### src/rtl/pli_pkg.sv
`timescale 1ns / 1ps

package pli_pkg;

  // Field and datapath widths
  localparam int unsigned CfgIdxW = 3;
  localparam int unsigned DataW   = 32;
  localparam int unsigned ScaleW  = 24;
  localparam int unsigned QuoW    = 16;  // fraction bits of t
  localparam int unsigned TW      = 17;  // t including the 1.0 bit
  localparam int unsigned MulAW   = 34;
  localparam int unsigned MulBW   = 18;
  localparam int unsigned MulPW   = MulAW + MulBW;

  // Reset values
  localparam logic [DataW-1:0]  StartColorRst = 32'hFFFF_FFFF;
  localparam logic [DataW-1:0]  EndColorRst   = 32'h0000_0000;
  localparam logic [ScaleW-1:0] StartSizeRst  = 24'h01_0000;
  localparam logic [ScaleW-1:0] EndSizeRst    = 24'h00_0000;
  localparam logic [DataW-1:0]  LifetimeRst   = 32'h0001_0000;
  localparam logic [TW-1:0]     TOne          = 17'h1_0000;

  // Request commands
  typedef enum logic [1:0] {
    CMD_TICK   = 2'd0,
    CMD_PLACE  = 2'd1,
    CMD_ENABLE = 2'd2
  } pli_cmd_e;

  // Configuration register indexes
  typedef enum logic [CfgIdxW-1:0] {
    CFG_START_COLOR = 3'd0,
    CFG_END_COLOR   = 3'd1,
    CFG_START_SIZE  = 3'd2,
    CFG_END_SIZE    = 3'd3,
    CFG_START_SPEED = 3'd4,
    CFG_END_SPEED   = 3'd5,
    CFG_LIFETIME    = 3'd6,
    CFG_HEADING     = 3'd7
  } pli_cfg_e;

  // Sequencer states
  typedef enum logic [2:0] {
    ST_IDLE,
    ST_ADD,
    ST_CMP,
    ST_DIV,
    ST_MUL,
    ST_WB,
    ST_DONE
  } pli_state_e;

  // Multiply steps of one tick, in issue order
  typedef enum logic [3:0] {
    OP_RED,
    OP_GREEN,
    OP_BLUE,
    OP_ALPHA,
    OP_SCALE,
    OP_SPEED,
    OP_DIRX,
    OP_DIRY,
    OP_XHI,
    OP_XLO,
    OP_YHI,
    OP_YLO
  } pli_op_e;

  typedef struct packed {
    logic [1:0]        cmd;
    logic [31:0]       step_dt;
    logic signed [31:0] place_x;
    logic signed [31:0] place_y;
  } pli_req_t;

  typedef struct packed {
    logic               alive;
    logic [7:0]         red;
    logic [7:0]         green;
    logic [7:0]         blue;
    logic [7:0]         alpha;
    logic [23:0]        scale;
    logic signed [31:0] pos_x;
    logic signed [31:0] pos_y;
  } pli_rsp_t;

endpackage

### src/rtl/pli_div.sv
`timescale 1ns / 1ps

// Restoring divider: quo = (num << 16) / den, one quotient bit a cycle.
// Requires num < den, so the quotient fits in 16 bits.
module pli_div (
  input  logic                         clk_i,
  input  logic                         rst_ni,
  input  logic                         start_i,
  input  logic [pli_pkg::DataW-1:0]    num_i,
  input  logic [pli_pkg::DataW-1:0]    den_i,
  output logic                         done_o,
  output logic [pli_pkg::QuoW-1:0]     quo_o
);

  localparam int unsigned CntW = $clog2(pli_pkg::QuoW);

  logic                        busy_q, busy_d;
  logic                        done_q, done_d;
  logic [CntW-1:0]             cnt_q, cnt_d;
  logic [pli_pkg::DataW-1:0]   rem_q, rem_d;
  logic [pli_pkg::DataW-1:0]   den_q, den_d;
  logic [pli_pkg::QuoW-1:0]    quo_q, quo_d;
  logic [pli_pkg::DataW:0]     shifted;
  logic [pli_pkg::DataW:0]     diff;

  // One trial subtraction per cycle
  always_comb begin
    busy_d  = busy_q;
    done_d  = 1'b0;
    cnt_d   = cnt_q;
    rem_d   = rem_q;
    den_d   = den_q;
    quo_d   = quo_q;
    shifted = {rem_q, 1'b0};
    diff    = shifted - {1'b0, den_q};
    if (start_i) begin
      busy_d = 1'b1;
      cnt_d  = CntW'(pli_pkg::QuoW - 1);
      rem_d  = num_i;
      den_d  = den_i;
    end else if (busy_q) begin
      if (shifted >= {1'b0, den_q}) begin
        rem_d = diff[pli_pkg::DataW-1:0];
        quo_d = {quo_q[pli_pkg::QuoW-2:0], 1'b1};
      end else begin
        rem_d = shifted[pli_pkg::DataW-1:0];
        quo_d = {quo_q[pli_pkg::QuoW-2:0], 1'b0};
      end
      cnt_d = cnt_q - 1'b1;
      if (cnt_q == '0) begin
        busy_d = 1'b0;
        done_d = 1'b1;
      end
    end
  end

  // Control state
  always_ff @(posedge clk_i or negedge rst_ni) begin
    if (!rst_ni) begin
      busy_q <= 1'b0;
      done_q <= 1'b0;
      cnt_q  <= '0;
    end else begin
      busy_q <= busy_d;
      done_q <= done_d;
      cnt_q  <= cnt_d;
    end
  end

  // Datapath
  always_ff @(posedge clk_i) begin
    rem_q <= rem_d;
    den_q <= den_d;
    quo_q <= quo_d;
  end

  assign done_o = done_q;
  assign quo_o  = quo_q;

endmodule

### src/rtl/pli_mul.sv
`timescale 1ns / 1ps

// Shared signed multiplier with a registered product.
module pli_mul (
  input  logic                              clk_i,
  input  logic signed [pli_pkg::MulAW-1:0]  a_i,
  input  logic signed [pli_pkg::MulBW-1:0]  b_i,
  output logic signed [pli_pkg::MulPW-1:0]  p_o
);

  logic signed [pli_pkg::MulPW-1:0] p_q;

  always_ff @(posedge clk_i) begin
    p_q <= a_i * b_i;
  end

  assign p_o = p_q;

endmodule

### src/rtl/particle_lifetime_interpolator_core.sv
`timescale 1ns / 1ps
// Place, enable, spare and idle-tick requests: the DONE state loads the output register
// once the output slot is empty or not stalled; the next request is taken after that load.
// Active tick: add, compare, serial divider (skipped when the life ends), then 12 steps of
// a MUL and a WB state each on the one shared multiplier, and DONE to load the output
// register.
// rst_ni (async, active low) clears the state and loads the register defaults.
module particle_lifetime_interpolator_core (
  input  logic                             clk_i,
  input  logic                             rst_ni,
  // request channel
  input  logic                             in_valid_i,
  output logic                             in_stall_o,
  input  pli_pkg::pli_req_t                in_req_i,
  // result channel
  output logic                             out_valid_o,
  input  logic                             out_stall_i,
  output pli_pkg::pli_rsp_t                out_rsp_o,
  // configuration writes
  input  logic                             cfg_valid_i,
  output logic                             cfg_ready_o,
  input  logic [pli_pkg::CfgIdxW-1:0]      cfg_index_i,
  input  logic [pli_pkg::DataW-1:0]        cfg_data_i
);

  // Saturate a wide two's complement value to signed 32 bits
  function automatic logic [31:0] sat32(input logic [pli_pkg::MulPW-1:0] v);
    logic [pli_pkg::MulPW-32:0] top;
    top = v[pli_pkg::MulPW-1:31];
    if ((top == '0) || (top == '1)) begin
      return v[31:0];
    end else if (v[pli_pkg::MulPW-1]) begin
      return 32'h8000_0000;
    end else begin
      return 32'h7FFF_FFFF;
    end
  endfunction

  // Configuration registers
  logic [31:0] start_color_q, end_color_q;
  logic [23:0] start_size_q, end_size_q;
  logic [31:0] start_speed_q, end_speed_q;
  logic [31:0] lifetime_q, heading_q;

  // Particle state
  logic [31:0] elapsed_q, elapsed_d;
  logic        active_q, active_d;
  logic [31:0] pos_x_q, pos_x_d;
  logic [31:0] pos_y_q, pos_y_d;
  logic [31:0] color_q, color_d;
  logic [23:0] scale_q, scale_d;

  // Sequencer and working registers
  pli_pkg::pli_state_e state_q, state_d;
  pli_pkg::pli_op_e    op_q, op_d;
  logic [pli_pkg::TW-1:0]    t_q, t_d;
  logic [31:0]               dt_q, dt_d;
  logic [31:0]               spd_q, spd_d;
  logic [pli_pkg::MulAW-1:0] dx_q, dx_d;
  logic [pli_pkg::MulAW-1:0] dy_q, dy_d;
  logic [pli_pkg::MulPW-1:0] acc_q, acc_d;

  // Output register
  logic              out_valid_q, out_valid_d;
  logic              out_load;
  pli_pkg::pli_rsp_t out_q;

  // Shared units
  logic                              div_start;
  logic                              div_done;
  logic [pli_pkg::QuoW-1:0]          div_quo;
  logic signed [pli_pkg::MulAW-1:0]  mul_a;
  logic signed [pli_pkg::MulBW-1:0]  mul_b;
  logic signed [pli_pkg::MulPW-1:0]  mul_p;

  logic [8:0]                        red_diff, green_diff, blue_diff, alpha_diff;
  logic [24:0]                       size_diff;
  logic [32:0]                       speed_diff;
  logic [32:0]                       elapsed_sum;
  logic [pli_pkg::MulPW-1:0]         mul_shr;
  logic [pli_pkg::MulBW-1:0]         t_ext;

  pli_div u_pli_div (
    .clk_i   (clk_i),
    .rst_ni  (rst_ni),
    .start_i (div_start),
    .num_i   (elapsed_q),
    .den_i   (lifetime_q),
    .done_o  (div_done),
    .quo_o   (div_quo)
  );

  pli_mul u_pli_mul (
    .clk_i (clk_i),
    .a_i   (mul_a),
    .b_i   (mul_b),
    .p_o   (mul_p)
  );

  // Interpolation spans (end minus start), wrapped to one extra bit
  assign red_diff    = {1'b0, end_color_q[31:24]} - {1'b0, start_color_q[31:24]};
  assign green_diff  = {1'b0, end_color_q[23:16]} - {1'b0, start_color_q[23:16]};
  assign blue_diff   = {1'b0, end_color_q[15:8]}  - {1'b0, start_color_q[15:8]};
  assign alpha_diff  = {1'b0, end_color_q[7:0]}   - {1'b0, start_color_q[7:0]};
  assign size_diff   = {1'b0, end_size_q} - {1'b0, start_size_q};
  assign speed_diff  = {end_speed_q[31], end_speed_q} - {start_speed_q[31], start_speed_q};
  assign elapsed_sum = {1'b0, elapsed_q} + {1'b0, dt_q};
  assign mul_shr     = {{16{mul_p[pli_pkg::MulPW-1]}}, mul_p[pli_pkg::MulPW-1:16]};
  assign t_ext       = {1'b0, t_q};

  // Multiplier operand select
  always_comb begin
    mul_a = '0;
    mul_b = '0;
    case (op_q)
      pli_pkg::OP_RED: begin
        mul_a = {{25{red_diff[8]}}, red_diff};
        mul_b = t_ext;
      end
      pli_pkg::OP_GREEN: begin
        mul_a = {{25{green_diff[8]}}, green_diff};
        mul_b = t_ext;
      end
      pli_pkg::OP_BLUE: begin
        mul_a = {{25{blue_diff[8]}}, blue_diff};
        mul_b = t_ext;
      end
      pli_pkg::OP_ALPHA: begin
        mul_a = {{25{alpha_diff[8]}}, alpha_diff};
        mul_b = t_ext;
      end
      pli_pkg::OP_SCALE: begin
        mul_a = {{9{size_diff[24]}}, size_diff};
        mul_b = t_ext;
      end
      pli_pkg::OP_SPEED: begin
        mul_a = {speed_diff[32], speed_diff};
        mul_b = t_ext;
      end
      pli_pkg::OP_DIRX: begin
        mul_a = {{2{spd_q[31]}}, spd_q};
        mul_b = {{2{heading_q[31]}}, heading_q[31:16]};
      end
      pli_pkg::OP_DIRY: begin
        mul_a = {{2{spd_q[31]}}, spd_q};
        mul_b = {{2{heading_q[15]}}, heading_q[15:0]};
      end
      pli_pkg::OP_XHI: begin
        mul_a = dx_q;
        mul_b = {2'b00, dt_q[31:16]};
      end
      pli_pkg::OP_XLO: begin
        mul_a = dx_q;
        mul_b = {2'b00, dt_q[15:0]};
      end
      pli_pkg::OP_YHI: begin
        mul_a = dy_q;
        mul_b = {2'b00, dt_q[31:16]};
      end
      pli_pkg::OP_YLO: begin
        mul_a = dy_q;
        mul_b = {2'b00, dt_q[15:0]};
      end
      default: begin
        mul_a = '0;
        mul_b = '0;
      end
    endcase
  end

  // Sequencer: next state and datapath updates
  always_comb begin
    state_d     = state_q;
    op_d        = op_q;
    elapsed_d   = elapsed_q;
    active_d    = active_q;
    pos_x_d     = pos_x_q;
    pos_y_d     = pos_y_q;
    color_d     = color_q;
    scale_d     = scale_q;
    t_d         = t_q;
    dt_d        = dt_q;
    spd_d       = spd_q;
    dx_d        = dx_q;
    dy_d        = dy_q;
    acc_d       = acc_q;
    div_start   = 1'b0;
    out_load    = 1'b0;
    unique case (state_q)
      pli_pkg::ST_IDLE: begin
        if (in_valid_i) begin
          state_d = pli_pkg::ST_DONE;
          case (in_req_i.cmd)
            pli_pkg::CMD_TICK: begin
              if (active_q) begin
                dt_d    = in_req_i.step_dt;
                state_d = pli_pkg::ST_ADD;
              end
            end
            pli_pkg::CMD_PLACE: begin
              pos_x_d   = in_req_i.place_x;
              pos_y_d   = in_req_i.place_y;
              elapsed_d = '0;
              active_d  = 1'b0;
              color_d   = start_color_q;
              scale_d   = start_size_q;
            end
            pli_pkg::CMD_ENABLE: begin
              active_d = 1'b1;
            end
            default: begin
              active_d = active_q;
            end
          endcase
        end
      end
      pli_pkg::ST_ADD: begin
        // timer saturates at all ones
        elapsed_d = elapsed_sum[32] ? '1 : elapsed_sum[31:0];
        state_d   = pli_pkg::ST_CMP;
      end
      pli_pkg::ST_CMP: begin
        if (elapsed_q >= lifetime_q) begin
          t_d      = pli_pkg::TOne;
          active_d = 1'b0;
          op_d     = pli_pkg::OP_RED;
          state_d  = pli_pkg::ST_MUL;
        end else begin
          div_start = 1'b1;
          state_d   = pli_pkg::ST_DIV;
        end
      end
      pli_pkg::ST_DIV: begin
        if (div_done) begin
          t_d     = {1'b0, div_quo};
          op_d    = pli_pkg::OP_RED;
          state_d = pli_pkg::ST_MUL;
        end
      end
      pli_pkg::ST_MUL: begin
        state_d = pli_pkg::ST_WB;
      end
      pli_pkg::ST_WB: begin
        // colour, size, speed: start + floor(product / 2^16); low bits wrap as the result stays in range
        case (op_q)
          pli_pkg::OP_RED:   color_d[31:24] = start_color_q[31:24] + mul_p[23:16];
          pli_pkg::OP_GREEN: color_d[23:16] = start_color_q[23:16] + mul_p[23:16];
          pli_pkg::OP_BLUE:  color_d[15:8]  = start_color_q[15:8]  + mul_p[23:16];
          pli_pkg::OP_ALPHA: color_d[7:0]   = start_color_q[7:0]   + mul_p[23:16];
          pli_pkg::OP_SCALE: scale_d = start_size_q + mul_p[39:16];
          pli_pkg::OP_SPEED: spd_d   = start_speed_q + mul_p[47:16];
          pli_pkg::OP_DIRX:  dx_d    = mul_p[47:14];
          pli_pkg::OP_DIRY:  dy_d    = mul_p[47:14];
          pli_pkg::OP_XHI:   acc_d   = {{20{pos_x_q[31]}}, pos_x_q} + mul_p;
          pli_pkg::OP_XLO:   pos_x_d = sat32(acc_q + mul_shr);
          pli_pkg::OP_YHI:   acc_d   = {{20{pos_y_q[31]}}, pos_y_q} + mul_p;
          pli_pkg::OP_YLO:   pos_y_d = sat32(acc_q + mul_shr);
          default:           acc_d   = acc_q;
        endcase
        if (op_q == pli_pkg::OP_YLO) begin
          state_d = pli_pkg::ST_DONE;
        end else begin
          op_d    = pli_pkg::pli_op_e'(op_q + 4'd1);
          state_d = pli_pkg::ST_MUL;
        end
      end
      pli_pkg::ST_DONE: begin
        if (!out_valid_q || !out_stall_i) begin
          out_load = 1'b1;
          state_d  = pli_pkg::ST_IDLE;
        end
      end
      default: begin
        state_d = pli_pkg::ST_IDLE;
      end
    endcase
  end

  // Output slot occupancy
  always_comb begin
    out_valid_d = out_valid_q;
    if (out_load) begin
      out_valid_d = 1'b1;
    end else if (out_valid_q && !out_stall_i) begin
      out_valid_d = 1'b0;
    end
  end

  // Control and particle state
  always_ff @(posedge clk_i or negedge rst_ni) begin
    if (!rst_ni) begin
      state_q     <= pli_pkg::ST_IDLE;
      op_q        <= pli_pkg::OP_RED;
      elapsed_q   <= '0;
      active_q    <= 1'b0;
      pos_x_q     <= '0;
      pos_y_q     <= '0;
      color_q     <= pli_pkg::StartColorRst;
      scale_q     <= pli_pkg::StartSizeRst;
      out_valid_q <= 1'b0;
    end else begin
      state_q     <= state_d;
      op_q        <= op_d;
      elapsed_q   <= elapsed_d;
      active_q    <= active_d;
      pos_x_q     <= pos_x_d;
      pos_y_q     <= pos_y_d;
      color_q     <= color_d;
      scale_q     <= scale_d;
      out_valid_q <= out_valid_d;
    end
  end

  // Working registers and result payload
  always_ff @(posedge clk_i) begin
    t_q   <= t_d;
    dt_q  <= dt_d;
    spd_q <= spd_d;
    dx_q  <= dx_d;
    dy_q  <= dy_d;
    acc_q <= acc_d;
    if (out_load) begin
      out_q.alive <= active_q;
      out_q.red   <= color_q[31:24];
      out_q.green <= color_q[23:16];
      out_q.blue  <= color_q[15:8];
      out_q.alpha <= color_q[7:0];
      out_q.scale <= scale_q;
      out_q.pos_x <= pos_x_q;
      out_q.pos_y <= pos_y_q;
    end
  end

  // Configuration register file
  always_ff @(posedge clk_i or negedge rst_ni) begin
    if (!rst_ni) begin
      start_color_q <= pli_pkg::StartColorRst;
      end_color_q   <= pli_pkg::EndColorRst;
      start_size_q  <= pli_pkg::StartSizeRst;
      end_size_q    <= pli_pkg::EndSizeRst;
      start_speed_q <= '0;
      end_speed_q   <= '0;
      lifetime_q    <= pli_pkg::LifetimeRst;
      heading_q     <= '0;
    end else if (cfg_valid_i) begin
      unique case (pli_pkg::pli_cfg_e'(cfg_index_i))
        pli_pkg::CFG_START_COLOR: start_color_q <= cfg_data_i;
        pli_pkg::CFG_END_COLOR:   end_color_q   <= cfg_data_i;
        pli_pkg::CFG_START_SIZE:  start_size_q  <= cfg_data_i[23:0];
        pli_pkg::CFG_END_SIZE:    end_size_q    <= cfg_data_i[23:0];
        pli_pkg::CFG_START_SPEED: start_speed_q <= cfg_data_i;
        pli_pkg::CFG_END_SPEED:   end_speed_q   <= cfg_data_i;
        pli_pkg::CFG_LIFETIME:    lifetime_q    <= cfg_data_i;
        pli_pkg::CFG_HEADING:     heading_q     <= cfg_data_i;
        default:                  heading_q     <= heading_q;
      endcase
    end
  end

  assign cfg_ready_o = 1'b1;
  assign in_stall_o  = (state_q != pli_pkg::ST_IDLE);
  assign out_valid_o = out_valid_q;
  assign out_rsp_o   = out_q;

endmodule

### config.mk
export PLATFORM = sky130hd
export DESIGN_NAME = particle_lifetime_interpolator_core
export DESIGN_NICKNAME = d
export VERILOG_FILES = /design/src/rtl/pli_pkg.sv /design/src/rtl/pli_div.sv /design/src/rtl/pli_mul.sv /design/src/rtl/particle_lifetime_interpolator_core.sv
export SDC_FILE = /design/constraint.sdc
export NUM_CORES = 2
export LEC_CHECK = 0
export ABC_AREA = 1
export BUFFER_PORTS_ARGS = -buffer_cell sky130_fd_sc_hd__buf_4
export CORE_MARGIN = 5
export CORE_UTILIZATION = 60
export CTS_BUF_LIST = sky130_fd_sc_hd__clkbuf_16
export CTS_CLUSTER_SIZE = 12
export DETAILED_ROUTE_END_ITERATION = 8
export PLACE_DENSITY = 0.77
export SYNTH_ARGS = -nofsm -noshare
export SYNTH_HDL_FRONTEND = slang
export SYNTH_HIERARCHICAL = 1
export SYNTH_SLANG_ARGS = --single-unit
### constraint.sdc
create_clock -name clk_i -period 13.5 [get_ports clk_i]
set_input_delay 0.675 -clock clk_i [delete_from_list [all_inputs] [get_ports clk_i]]
set_output_delay 0.675 -clock clk_i [all_outputs]
set_load 0.05 [all_outputs]
==> results_dict.tcl <==
set metrics [dict create \
    clkLatencyLatePin_ns 0.72 \
    end_kind "register" \
    chipWidth_um 366 \
    synth_top_area_share_pct 15.8 \
    firstDrtPassIters 8 \
    synth_area_leaders "edfxtp_1 (16%), fa_1 (16%), nand2_1 (14%)" \
    max_stage_delay_ns 0.64 \
    synth_nets 11100 \
    fp-row-count 130 \
    cts_made_buffers 99 \
    detail-route-antenna-nets 0 \
    grt_antenna_before_repair 13 \
    grt_max_degree 90 \
    relSlewSlack_pct 10.7 \
    min_period_over_period_pct 69.3 \
    cts_root_buf "clkbuf_16" \
    vias 67700 \
    min_from "in_req_i[94]" \
    postCtsSetupBuffers 0 \
    holdBufCountCts 1 \
    hold_violations 0 \
    rsz0062_at_grt "false" \
    maxCapViolations 0 \
    nets 11300 \
    clockBufferDepth 3 \
    avgSynthCellArea_um2 7.74 \
    finalSetupViolations 0 \
    reg2reg_to "u_pli_mul/p_o[50]" \
    core_area_um2 126000 \
    grt_use_total_pct 38.8 \
    wire_per_inst_um 22.4 \
    syn-cell-area_um2 76200 \
    yosysSeqAreaShare_pct 30.7 \
    grt_remaining_overflow 0 \
    path_clk_slew_ns 0.06 \
    cpMostUsedCell "nand2_1" \
    cts_sinks 861 \
    ys_top_cells_by_count "nand2_1 (2803), inv_1 (2026), fa_1 (601)" \
    portBuffers 260 \
    yosys_most_used_dff "edfxtp_1" \
    crit_start "start_color_q[0]" \
    die_h_um 366 \
    finalClockSkew_ns 0.0406 \
    tns_ns 0 \
    synth_edf_count 402 \
    area_delta_synth_final_pct 9.34 \
    crit_slowest_cell "fa_1" \
    ctsResizeCount 0 \
    critPathKind "register to register" \
    critical_path_required_ns 14.10 \
    slew_violations 0 \
    final_layout_size_suffix_gt1_share_pct 7.56 \
    routabilityCongestion 1.02 \
    design_area_um2 83400 \
    period_minus_slack_ns 9.35 \
    rr_startpoint "start_color_q[0]" \
    grt_pass1_wl_um 400000 \
    vias_per_cell 5.75 \
    synth_cell_types 64 \
    worst_pin_slew_ns 1.34 \
    detail_route.iter0.violations 7741 \
    hold_end "dt_q[30]" \
    hold_class "primary input to register" \
    yosysWarningCount 6 \
    htree_levels 3 \
    yosysTopAreaCell "edfxtp_1" \
    grt_pass1_vias 67100 \
    reg2reg_depth 41 \
    arrival_ns 9.95 \
    cp-start-kind "register" \
    dpl_cell_area_um2 80000 \
    start_util_pct 60.6 \
    synthArstFlopShare_pct 47.3 \
    synthCells 9846 \
    drcViolationCount 0 \
    wl_um 264000 \
    hold-path-cell-count 1 \
    status "completed" \
    ios 262 \
    fmax_ghz 0.107 \
    synth.most_common_cell "nand2_1" \
    dieArea_um2 134000 \
    crit_fanout 18 \
    ys_ff_latch 861 \
    rrSetupSlack_ns 4.15 \
    dpl.hpwl_um 204000 \
    cts_tree "built" \
]
-- stage by stage --
stage	worst slack, ns	std cells	utilization (%)	hold slack, ns
global placement	4.57	11600	63.5	0.432
finish	4.15	11800	66.2	0.141
floorplan	5.52	9846	-	0.379
global route	3.45	11800	66.2	0.125
CTS	4.31	11800	66.2	0.107
detailed placement	4.34	11600	63.5	0.436
-- routing by layer --
metal	routed length (µm)	track usage, %	share of wire, %	vias to the layer above
li1	-	-	-	30900
met1	106000	53.1	40	32300
met3	29300	8.54	11	754
met4	14500	18.6	5.5	6
met5	41	0	0.016	-
met2	114000	59.0	43	3670
-- worst max-delay path by stage --
stage / to / depth (start not counted)
2_1_floorplan: u_pli_mul/p_o[48] / 45
3_3_place_gp: u_pli_mul/p_o[48] / 44
3_5_place_dp: u_pli_mul/p_o[50] / 41
4_1_cts: u_pli_mul/p_o[50] / 41
5_1_grt: u_pli_mul/p_o[50] / 41
6_report: u_pli_mul/p_o[50] / 41
-- placed cells by master, fill, tap and decap left out, types with 13 or more instances in the layout --
| cell | netlist | final |
|---|---|---|
| nand2_1 | 2803 | 2797 |
| inv_1 | 2026 | 2048 |
| fa_1 | 601 | 601 |
| nor2_1 | 594 | 586 |
| a21oi_1 | 544 | 543 |
| ha_1 | 498 | 498 |
| o21ai_0 | 471 | 469 |
| edfxtp_1 | 402 | 402 |
| buf_4 | 6 | 359 |
| dfrtp_1 | 340 | 340 |
| nand3_1 | 259 | 259 |
| xor2_1 | 140 | 140 |
| clkbuf_16 | 0 | 99 |
| xnor2_1 | 79 | 79 |
| nand4_1 | 76 | 76 |
| dfstp_2 | 67 | 67 |
| a31oi_1 | 63 | 63 |
| dfxtp_1 | 52 | 52 |
| nor3_1 | 54 | 51 |
| nand3b_1 | 37 | 37 |
| o211ai_1 | 36 | 36 |
| nor2_2 | 30 | 34 |
| mux2_2 | 32 | 32 |
| clkinv_1 | 11 | 31 |
| or2_2 | 30 | 30 |
| nand2_2 | 23 | 29 |
| inv_2 | 25 | 26 |
| o22ai_1 | 23 | 23 |
| a21o_1 | 20 | 20 |
| a211oi_1 | 20 | 20 |
| a21boi_0 | 19 | 19 |
| o21bai_1 | 20 | 19 |
| a22o_1 | 19 | 19 |
| clkinv_2 | 0 | 18 |
| nor4_1 | 17 | 17 |
| and2_1 | 17 | 17 |
| o21a_1 | 16 | 16 |
| bufinv_16 | 0 | 14 |
| a221oi_1 | 13 | 13 |
-- registers in the layout (all words and copies together), names as in the netlist, 32 cells and up --
| register | count |
|---|---|
| pos_x_q | 32 |
| elapsed_q | 32 |
| u_pli_mul/p_o | 52 |
| spd_q | 32 |
| end_color_q | 32 |
| u_pli_div/den_q | 32 |
| heading_q | 32 |
| dx_q | 34 |
| start_speed_q | 32 |
| color_q | 32 |
| out_rsp_o | 121 |
| start_color_q | 32 |
| acc_q | 52 |
| u_pli_div/rem_q | 32 |
| pos_y_q | 32 |
| lifetime_q | 32 |
| end_speed_q | 32 |
| dy_q | 34 |
| dt_q | 32 |
-- kinds of logic after synthesis --
family                   after synthesis  synth area share [%]
AO/OA/AOI/OAI                       1317                  9.60
buffers and inverters               2347                  11.7
other                                  1               0.00492
XOR/XNOR                             219                  2.52
AND/OR/NAND/NOR                     3970                  21.1
adder cells (fa/ha/maj)             1099                  24.0
multiplexers                          32                 0.473
flip-flops                           861                  30.7
-- layout make-up --
| cell class | instances | area [µm²] |
|---|---|---|
| Clock buffer | 99 | 2480 |
| Clock inverter | 89 | 890 |
| Fill cell | 10800 | 42500 |
| Inverter | 2062 | 7740 |
| Antenna cell | 3 | 7.51 |
| Sequential cell | 861 | 23400 |
| Timing Repair Buffer | 361 | 2720 |
| Multi-Input combinational cell | 6638 | 44100 |
| Tap cell | 1650 | 2060 |
-- critical path, delay by kind of cell (launching register included) --
family	cells	cell delay, ns
buffers and inverters	8	1.07
AO/OA/AOI/OAI	4	0.50
flip-flops	1	0.56
adder cells (fa/ha/maj)	9	4.05
AND/OR/NAND/NOR	20	3.04
Power is not shown: default switching activity piles up to over one toggle a cycle in this logic, so the estimate is an artifact.
